**src/hw/rtl/wasm_div.sv**
```systemverilog
// iterative signed divider, one quotient bit per cycle
module wasm_div #(
   parameter int W = 32
) (
   input  logic         clock,
   input  logic         reset,
   input  logic         start,
   input  logic [W-1:0] dividend,
   input  logic [W-1:0] divisor,
   output logic         busy,
   output logic [W-1:0] quotient,
   output logic [W-1:0] remainder
);
   localparam int CNT_W = $clog2(W + 1);

   logic [W-1:0]     rem_ff, rem_in;
   logic [W-1:0]     quo_ff, quo_in;
   logic [W-1:0]     dvs_ff, dvs_in;
   logic             neg_q_ff, neg_q_in;
   logic             neg_r_ff, neg_r_in;
   logic [CNT_W-1:0] cnt_ff, cnt_in;
   logic             busy_ff, busy_in;
   logic [W:0]       trial;

   always_comb begin
      rem_in   = rem_ff;
      quo_in   = quo_ff;
      dvs_in   = dvs_ff;
      neg_q_in = neg_q_ff;
      neg_r_in = neg_r_ff;
      cnt_in   = cnt_ff;
      busy_in  = busy_ff;
      trial    = {rem_ff, quo_ff[W-1]} - {1'b0, dvs_ff};
      if (start) begin
         rem_in   = '0;
         quo_in   = dividend[W-1] ? (~dividend + 1'b1) : dividend;
         dvs_in   = divisor[W-1] ? (~divisor + 1'b1) : divisor;
         neg_q_in = dividend[W-1] ^ divisor[W-1];
         neg_r_in = dividend[W-1];
         cnt_in   = CNT_W'(W);
         busy_in  = 1'b1;
      end else if (busy_ff) begin
         rem_in = trial[W] ? {rem_ff[W-2:0], quo_ff[W-1]} : trial[W-1:0];
         quo_in = {quo_ff[W-2:0], ~trial[W]};
         cnt_in = cnt_ff - 1'b1;
         if (cnt_ff == CNT_W'(1)) begin
            busy_in = 1'b0;
         end
      end
   end

   always_ff @(posedge clock) begin
      if (reset) begin
         busy_ff <= 1'b0;
         cnt_ff  <= '0;
      end else begin
         busy_ff <= busy_in;
         cnt_ff  <= cnt_in;
      end
      rem_ff   <= rem_in;
      quo_ff   <= quo_in;
      dvs_ff   <= dvs_in;
      neg_q_ff <= neg_q_in;
      neg_r_ff <= neg_r_in;
   end

   assign busy      = busy_ff;
   assign quotient  = neg_q_ff ? (~quo_ff + 1'b1) : quo_ff;
   assign remainder = neg_r_ff ? (~rem_ff + 1'b1) : rem_ff;

endmodule

```
**config.mk**
```make
export PLATFORM = sky130hd
export DESIGN_NAME = wasm_div
export DESIGN_NICKNAME = d
export VERILOG_FILES = /design/src/hw/rtl/wasm_div.sv
export SDC_FILE = /design/constraint.sdc
export NUM_CORES = 1
export LEC_CHECK = 0
export BUFFER_PORTS_ARGS = -buffer_cell sky130_fd_sc_hd__buf_2
export CORE_ASPECT_RATIO = 1.5
export CORE_MARGIN = 1.5
export CORE_UTILIZATION = 50
export DETAILED_ROUTE_END_ITERATION = 10
export GPL_ROUTABILITY_DRIVEN = 0
export PLACE_DENSITY = 0.72
export SLEW_MARGIN = 20
export SYNTH_ARGS = -nofsm -noshare
export SYNTH_HDL_FRONTEND = slang
export SYNTH_SLANG_ARGS = --single-unit
export TNS_END_PERCENT = 10
```
**constraint.sdc**
```tcl
create_clock -name clock -period 7.81 [get_ports clock]
set_input_delay 0.3905 -clock clock [delete_from_list [all_inputs] [get_ports clock]]
set_output_delay 0.3905 -clock clock [all_outputs]
set_load 0.01 [all_outputs]
```
Word-level counts from Yosys, hierarchy flattened
Cells that the tools add are included.
- eq/ne operators: 1
- mux-type cells: 12
- $add $sub $neg: 6
- reductions and logical operators: 2
- bitwise operators: 6
- operator list (kind ; count):
    32-bit 2-to-1 mux ; 6
    32-bit by 1-bit adder with 32-bit output, second input constant ; 4
    32-bit NOT ; 4
    33-bit by 32-bit subtractor with 33-bit output ; 1
    31-bit 2-to-1 mux ; 1
    6-bit 2-to-1 mux ; 2
    6-bit by 1-bit == test with 1-bit output, second input constant ; 1
    6-bit by 1-bit subtractor with 6-bit output, second input constant ; 1
    1-bit 2-to-1 mux ; 3
    2-bit nonzero test ; 1
    2-bit OR reduction ; 1
    1-bit NOT ; 1
    1-bit XOR ; 1
- word-level logic and storage cells: 36
- bits in registers: 105

Logic depth before layout (Yosys ltp)
Gate-level depths: netlist of the first run.
- word-level depth: 4
- gate-level depth with buffers: 13
- mapped depth without buffers: 12

Worst setup path after synthesis of the first run
OpenSTA, ideal clock, no wires.
- kind: flip-flop to output port
- from: register rem_ff[2]
- to: output remainder[29]
- stages on the path, launching flop included: 8
- arrival: 2.683 ns
- buffers on the path: 0
- path slack: 4.736 ns
- cell sequence: dfxtp_1 nor4_1 nand3_1 or4_1 or2_2 or4_1 o41ai_1 xnor2_1
- word-level cells in the longest chain between the ends: 3
- RTL lines (what ; RTL line ; source):
    start, declared ; 16 ; logic [W-1:0] rem_ff, rem_in;
    start signal, assigned ; 60 ; rem_ff <= rem_in;
    32-bit NOT ; 69 ; assign remainder = neg_r_ff ? (~rem_ff + 1'b1) : rem_ff;
    32-bit by 1-bit adder with 32-bit output ; 69 ;
    32-bit 2-to-1 mux ; 69 ;
    end, declared ; 12 ; output logic [W-1:0] remainder
No other way between the ends.

Worst setup path in the final report of the first run
Ends and elaborated chain as after synthesis.

==> results.txt, run 1 <==
Synth warn -> 0
Max_slew headroom -> 0.3544
Cell count of the worst hold path -> 1
Clock Path Buffers -> 2
Peak Freq -> 0.2468 GHz
Antenna violations before repair -> 5
Drt first-iter violations -> 312
Post-synth EDFFs -> 66
Synthesized instance count -> 984
Vias in the first global route -> 7,336
Post-synthesis register bit count -> 105
Syn Area/Cell -> 8.564 um^2
Setup Viol. Count Final -> 0
Critical path's largest stage delay -> 0.70 ns
Arr. time, crit path -> 3.66 ns
Number of I/O port buffers -> 131
CP startpoint kind -> flop
Total Neg Setup Slack -> 0 ns
Least-Margin Pin Slew -> 0.9683 ns
Post-CTS setup buffers -> 0
CP delay by family, top -> simple AND/OR/NAND/NOR gates
Leading cell types in the layout, fill and taps excluded -> 130 x buf_2, 109 x xnor2_1, 93 x nor2_1
RSZ-0062 raised after global routing -> no
Sequential-to-total area share from yosys stat -> 0.3278
Initial Util -> 0.5071
WS Path Type -> flop to output pin
Worst reg2reg path endpoint -> rem_ff[0]$_SDFFE_PP0P_
Clock Pin Slew Worst Setup and Hold Paths -> 0.07 ns
Vias per cell -> 5.725
H-tree levels -> 3
Die H -> 162.0 um
Layout Skew -> 0.01162 ns
Largest net degree at the start of global routing -> 63
Fin. Hold Viols -> 0
CTS Root Cell -> clkbuf_16
Final instance area -> 0.009528 mm^2
DRC -> 0
Pwr/cell area -> 200.4 mW/mm^2
# IOs -> 132
Leak pwr -> 0.003777 uW
Status -> finished clean
Cell Rows -> 58
Hold Path Class -> primary input to flop
Crit-path most repeated cell -> or4_1
Max Slew Vio Count -> 0
Clk sink count -> 105
Routed WL per cell -> 15.86 um
DPL Wire Length -> 15.98 mm
Buf/Inv on CP -> 1
Layout area overhead -> 13.07%
Ys flop type -> edfxtp_1
CP required -> 7.42 ns
Post-synthesis async set-or-reset flop share -> 0
DRT Pass-1 Iters -> 4
CP endpoint kind -> output pin
First-pass GRT wire length -> 34.11 mm
Final WL -> 20.68 mm
Worst reg2reg path depth -> 13
Fin crit share -> 0.5187
CTS tree -> yes
Fin crit period -> 4.051 ns
VDD IR-drop max -> 0.1024 mV
DIE AREA -> 0.01766 mm^2
Total CTS buffers -> 9
Final ANT Viol Nets -> 0
Synth unique cells -> 59
Placed cell areas -> 0.009218 mm^2
Filler cells -> 1,560
Width of the die -> 109 um
Min-delay src -> divisor[0]
Global route overflow -> 0
CORE AREA -> 0.01662 mm^2
Final #Nets -> 1,192
Peak fanout along the critical path -> 7
Most common cell after layout, fill and taps aside -> buf_2
Reg-to-reg startpoint -> quo_ff[31]$_DFFE_PP_
Syn nets -> 1,090
All-layer global routing usage -> 0.2409
Share of cells above drive strength 1 -> 0.1567
Clk_lat worst skew -> 0.35 ns
Worst hold endpoint -> dvs_ff[0]$_DFFE_PP_
Cell Chain, Critical Path -> nor4_1, nand3_1, or4_1, or2_2, or4_1, o41ai_1, xnor2_1, buf_2
Max-cap violations -> 0
Via count -> 7,465
Reg-to-reg slack, setup -> 4.12 ns
Post-Syn Area -> 0.008427 mm^2
CTS Hold Bufs -> 0
CTS resizes -> 0
Slowest CP cell -> nor4_1
metal layers:
| layer | up-vias | share of wire | global-route usage |
|---|---|---|---|
| li1 | 3780 | - | - |
| met1 | 3421 | 0.39 | 0.2668 |
| met2 | 223 | 0.53 | 0.4420 |
| met3 | 39 | 0.062 | 0.05297 |
| met4 | 2 | 0.025 | 0.08493 |
| met5 | - | 0.00048 | 0 |
how the worst max path moves through the flow:
stage | startpoint | endpoint | slack, ns | cells past startpoint
final | rem_ff[2]$_SDFFE_PP0P_ | remainder[29] | 3.76 | 8
after global routing | rem_ff[2]$_SDFFE_PP0P_ | remainder[29] | 3.45 | 8
after CTS | rem_ff[2]$_SDFFE_PP0P_ | remainder[29] | 3.73 | 8
after detailed placement | rem_ff[2]$_SDFFE_PP0P_ | remainder[29] | 4.13 | 8
after global placement | quo_ff[31]$_DFFE_PP_ | rem_ff[0]$_SDFFE_PP0P_ | 4.21 | 13
after floorplan | rem_ff[2]$_SDFFE_PP0P_ | remainder[29] | 4.74 | 7
synth_stat cells, drive strengths merged, types with 4 or more instances:
master / n / share of area
ha: 38 / 0.056
or4: 22 / 0.020
mux2i: 30 / 0.036
xor2: 41 / 0.043
nand3: 20 / 0.012
o31ai: 34 / 0.030
buf: 6 / 0.0040
edfxtp: 66 / 0.24
nand4: 10 / 0.0074
inv: 59 / 0.026
dfxtp: 39 / 0.093
o211ai: 5 / 0.0045
or3: 12 / 0.0095
or2: 4 / 0.0030
xnor2: 110 / 0.11
nand2: 76 / 0.034
clkbuf: 40 / 0.018
a31oi: 6 / 0.0045
o41ai: 18 / 0.020
nor3: 14 / 0.0083
nor4: 11 / 0.011
nor2: 93 / 0.041
o21ai: 62 / 0.037
a21oi: 69 / 0.041
a211oi: 28 / 0.025
nand2b: 19 / 0.015
nor2b: 4 / 0.0030
a21o: 12 / 0.011
cell type report:
class | count | area [um^2] | share of cell area
sequential | 105 | 2764 | 0.2901
tap | 210 | 262.8 | 0.02758
inverter | 59 | 221.5 | 0.02324
clock buffer | 9 | 225.2 | 0.02364
clock inverter | 7 | 77.57 | 0.008142
antenna | 3 | 7.507 | 0.0007879
multi-input combinational | 774 | 5266 | 0.5527
timing repair buffer | 137 | 703.2 | 0.07380
metrics by stage:
stage | utilization | worst slack, ns | total power [uW] | hold WS [ns] | instances
6_report | 0.5733 | 3.759 | 1910 | 0.2808 | 1304
4_1_cts | 0.5729 | 3.730 | 1922 | 0.2786 | 1301
3_3_place_gp | 0.5547 | 4.214 | 1439 | 0.4934 | 1285
2_1_floorplan | - | 4.736 | 1233 | 0.4629 | 984
5_1_grt | 0.5730 | 3.453 | 2026 | 0.2812 | 1302
3_5_place_dp | 0.5547 | 4.135 | 1450 | 0.5190 | 1285
report_power, final:
part | leakage [uW] | internal (uW) | switching, uW
sequential | 0.000968 | 658 | 69.7
clock | 0.000146 | 252 | 218
combinational | 0.00266 | 311 | 402
flip-flops by register name, indices dropped and copies added (netlist names):
name and count:
busy 1, quo_ff 32, neg_r_ff 1, dvs_ff 32, rem_ff 32, cnt_ff 6
neg_q_ff 1
kinds of logic after synthesis:
family | synth area share
AO/OA/AOI/OAI | 0.1944
XOR/XNOR | 0.1569
adder cells (fa/ha/maj) | 0.05880
buffers and inverters | 0.04810
flip-flops | 0.3278
multiplexers | 0.03831
AND/OR/NAND/NOR | 0.1756
Power figures use the tool's default switching activity.
==> run 2: changes to the inputs <==
Settings changed: PLACE_DENSITY 0.72 to 0.75.
Clock period 7.81 ns to 3.3 ns, I/O delays scaled along.
==> run 2 against run 1 <==
  * Clock skew increased by 0.0035 ns
  * Via count increased by 2.5%
  * Highest routed layer is now met4
  * Wire length increased by 4.6%
  * Largest cell class unchanged
  * Register-to-register slack got worse by 4.0 ns
==> results.txt, run 2 (same netlist as run 1, synthesis figures left out) <==
CTS tree -> yes
Share of cells above drive strength 1 -> 0.2042
CP endpoint kind -> output pin
Arr. time, crit path -> 3.04 ns
Global route overflow -> 0
Clk_lat worst skew -> 0.35 ns
CTS Root Cell -> clkbuf_16
Clock Path Buffers -> 2
Post-layout util -> 0.6019
# IOs -> 132
Layout Skew -> 0.01509 ns
Antenna violations before repair -> 1
Vias per cell -> 5.684
Clock Pin Slew Worst Setup and Hold Paths -> 0.08 ns
Layout area overhead -> 18.69%
All-layer global routing usage -> 0.2492
Width of the die -> 109 um
Status -> finished clean
Number of I/O port buffers -> 131
DIE AREA -> 0.01766 mm^2
DPL Wire Length -> 16.72 mm
Reg-to-reg slack, setup -> 0.15 ns
Final hold slack -> 0.05280 ns
Least-Margin Pin Slew -> 0.9220 ns
Hold Path Class -> primary input to flop
VDD IR-drop max -> 0.2798 mV
First-pass GRT wire length -> 35.07 mm
Fin. Hold Viols -> 0
H-tree levels -> 3
Biggest regs -> dvs_ff (32), quo_ff (32), rem_ff (32)
Pwr/cell area -> 464.7 mW/mm^2
N_diodes -> 0
Die H -> 162.0 um
Final ANT Viol Nets -> 0
Drt first-iter violations -> 392
Max_slew headroom -> 0.3853
Max Slew Vio Count -> 0
Peak fanout along the critical path -> 7
CORE AREA -> 0.01662 mm^2
Placed Instances -> 1,329
Peak Freq -> 0.3125 GHz
Setup Viol. Count Final -> 0
Initial Util -> 0.5071
Cell Rows -> 58
Vias in the first global route -> 7,586
DRC -> 0
Final WL -> 21.63 mm
Fin crit share -> 0.9698
Leading cell types in the layout, fill and taps excluded -> 130 x buf_2, 109 x xnor2_1, 93 x nor2_1
Via count -> 7,651
Fin crit period -> 3.200 ns
Largest net degree at the start of global routing -> 104
Most common cell after layout, fill and taps aside -> buf_2
RSZ-0062 raised after global routing -> yes
DRT Pass-1 Iters -> 4
Final cell count without fillers -> 1,346
Max-cap violations -> 0
Routed WL per cell -> 16.07 um
Leak pwr -> 0.004038 uW
Final #Nets -> 1,237
Clk sink count -> 105
WS Path Type -> flop to output pin
CP startpoint kind -> flop
Total CTS buffers -> 9
CP required -> 3.13 ns
-- run 2: path summary, 6_finish.rpt --
| kind | startpoint | endpoint | cells after the start |
|---|---|---|---|
| worst min register to register | cnt_ff[1]$_SDFFE_PP0P_ | cnt_ff[1]$_SDFFE_PP0P_ | 2 |
| worst max register to register | quo_ff[31]$_DFFE_PP_ | rem_ff[27]$_SDFFE_PP0P_ | 13 |
| worst max-delay path | rem_ff[6]$_SDFFE_PP0P_ | remainder[31] | 9 |
| worst min-delay path | divisor[0] | dvs_ff[0]$_DFFE_PP_ | 1 |
-- run 2: power by group --
group          internal, uW  switching (uW)
combinational           849            1040
sequential             1560             148
clock                   542             514
-- run 2: per-layer routing --
metal	vias to the layer above	share of wire	wire, um	GRT usage
met5	-	0	0	0
met4	0	0.020	435	0.08493
met3	28	0.059	1283	0.05257
met2	225	0.53	11530	0.4634
met1	3545	0.39	8387	0.2733
li1	3853	-	-	-
-- run 2: worst max-delay path, stage by stage (launching register included) --
cell and delay (ns):
dfxtp_1 0.34, buf_4 0.17, nor4_4 0.31, nand3_1 0.13, or4_4 0.45, or2_4 0.26, or4_4 0.49, o31ai_4 0.20
xnor2_1 0.16, buf_2 0.16
-- run 2: through the flow --
step / worst slack, ns / instance area (um^2) / total power (uW) / setup TNS, ns
2_1_floorplan: 0.3572 / 8427 / 2918 / 0
3_3_place_gp: 0.1160 / 9560 / 3510 / 0
3_5_place_dp: 0.009555 / 9560 / 3549 / 0
4_1_cts: -0.01803 / 9898 / 4617 / -0.02609
5_1_grt: -0.02589 / 10000 / 4922 / -0.05658
6_report: 0.09954 / 10000 / 4648 / 0
-- run 2: cell type report --
| type | count | area, um^2 |
|---|---|---|
| clock buffers | 10 | 239.0 |
| flip-flops and latches | 105 | 2764 |
| well taps | 210 | 262.8 |
| multi-input cells | 774 | 5406 |
| clock inverters | 6 | 47.55 |
| fillers | 1467 | 6616 |
| inverters | 59 | 221.5 |
| repair buffers | 182 | 1061 |
-- run 2: repair_timing --
action,in CTS,in global routing
pin swaps,0,1
setup endpoints to repair,19,38
setup buffers,0,1
endpoints found under the hold margin,0,0
hold buffers,0,0
resized for setup,12,15
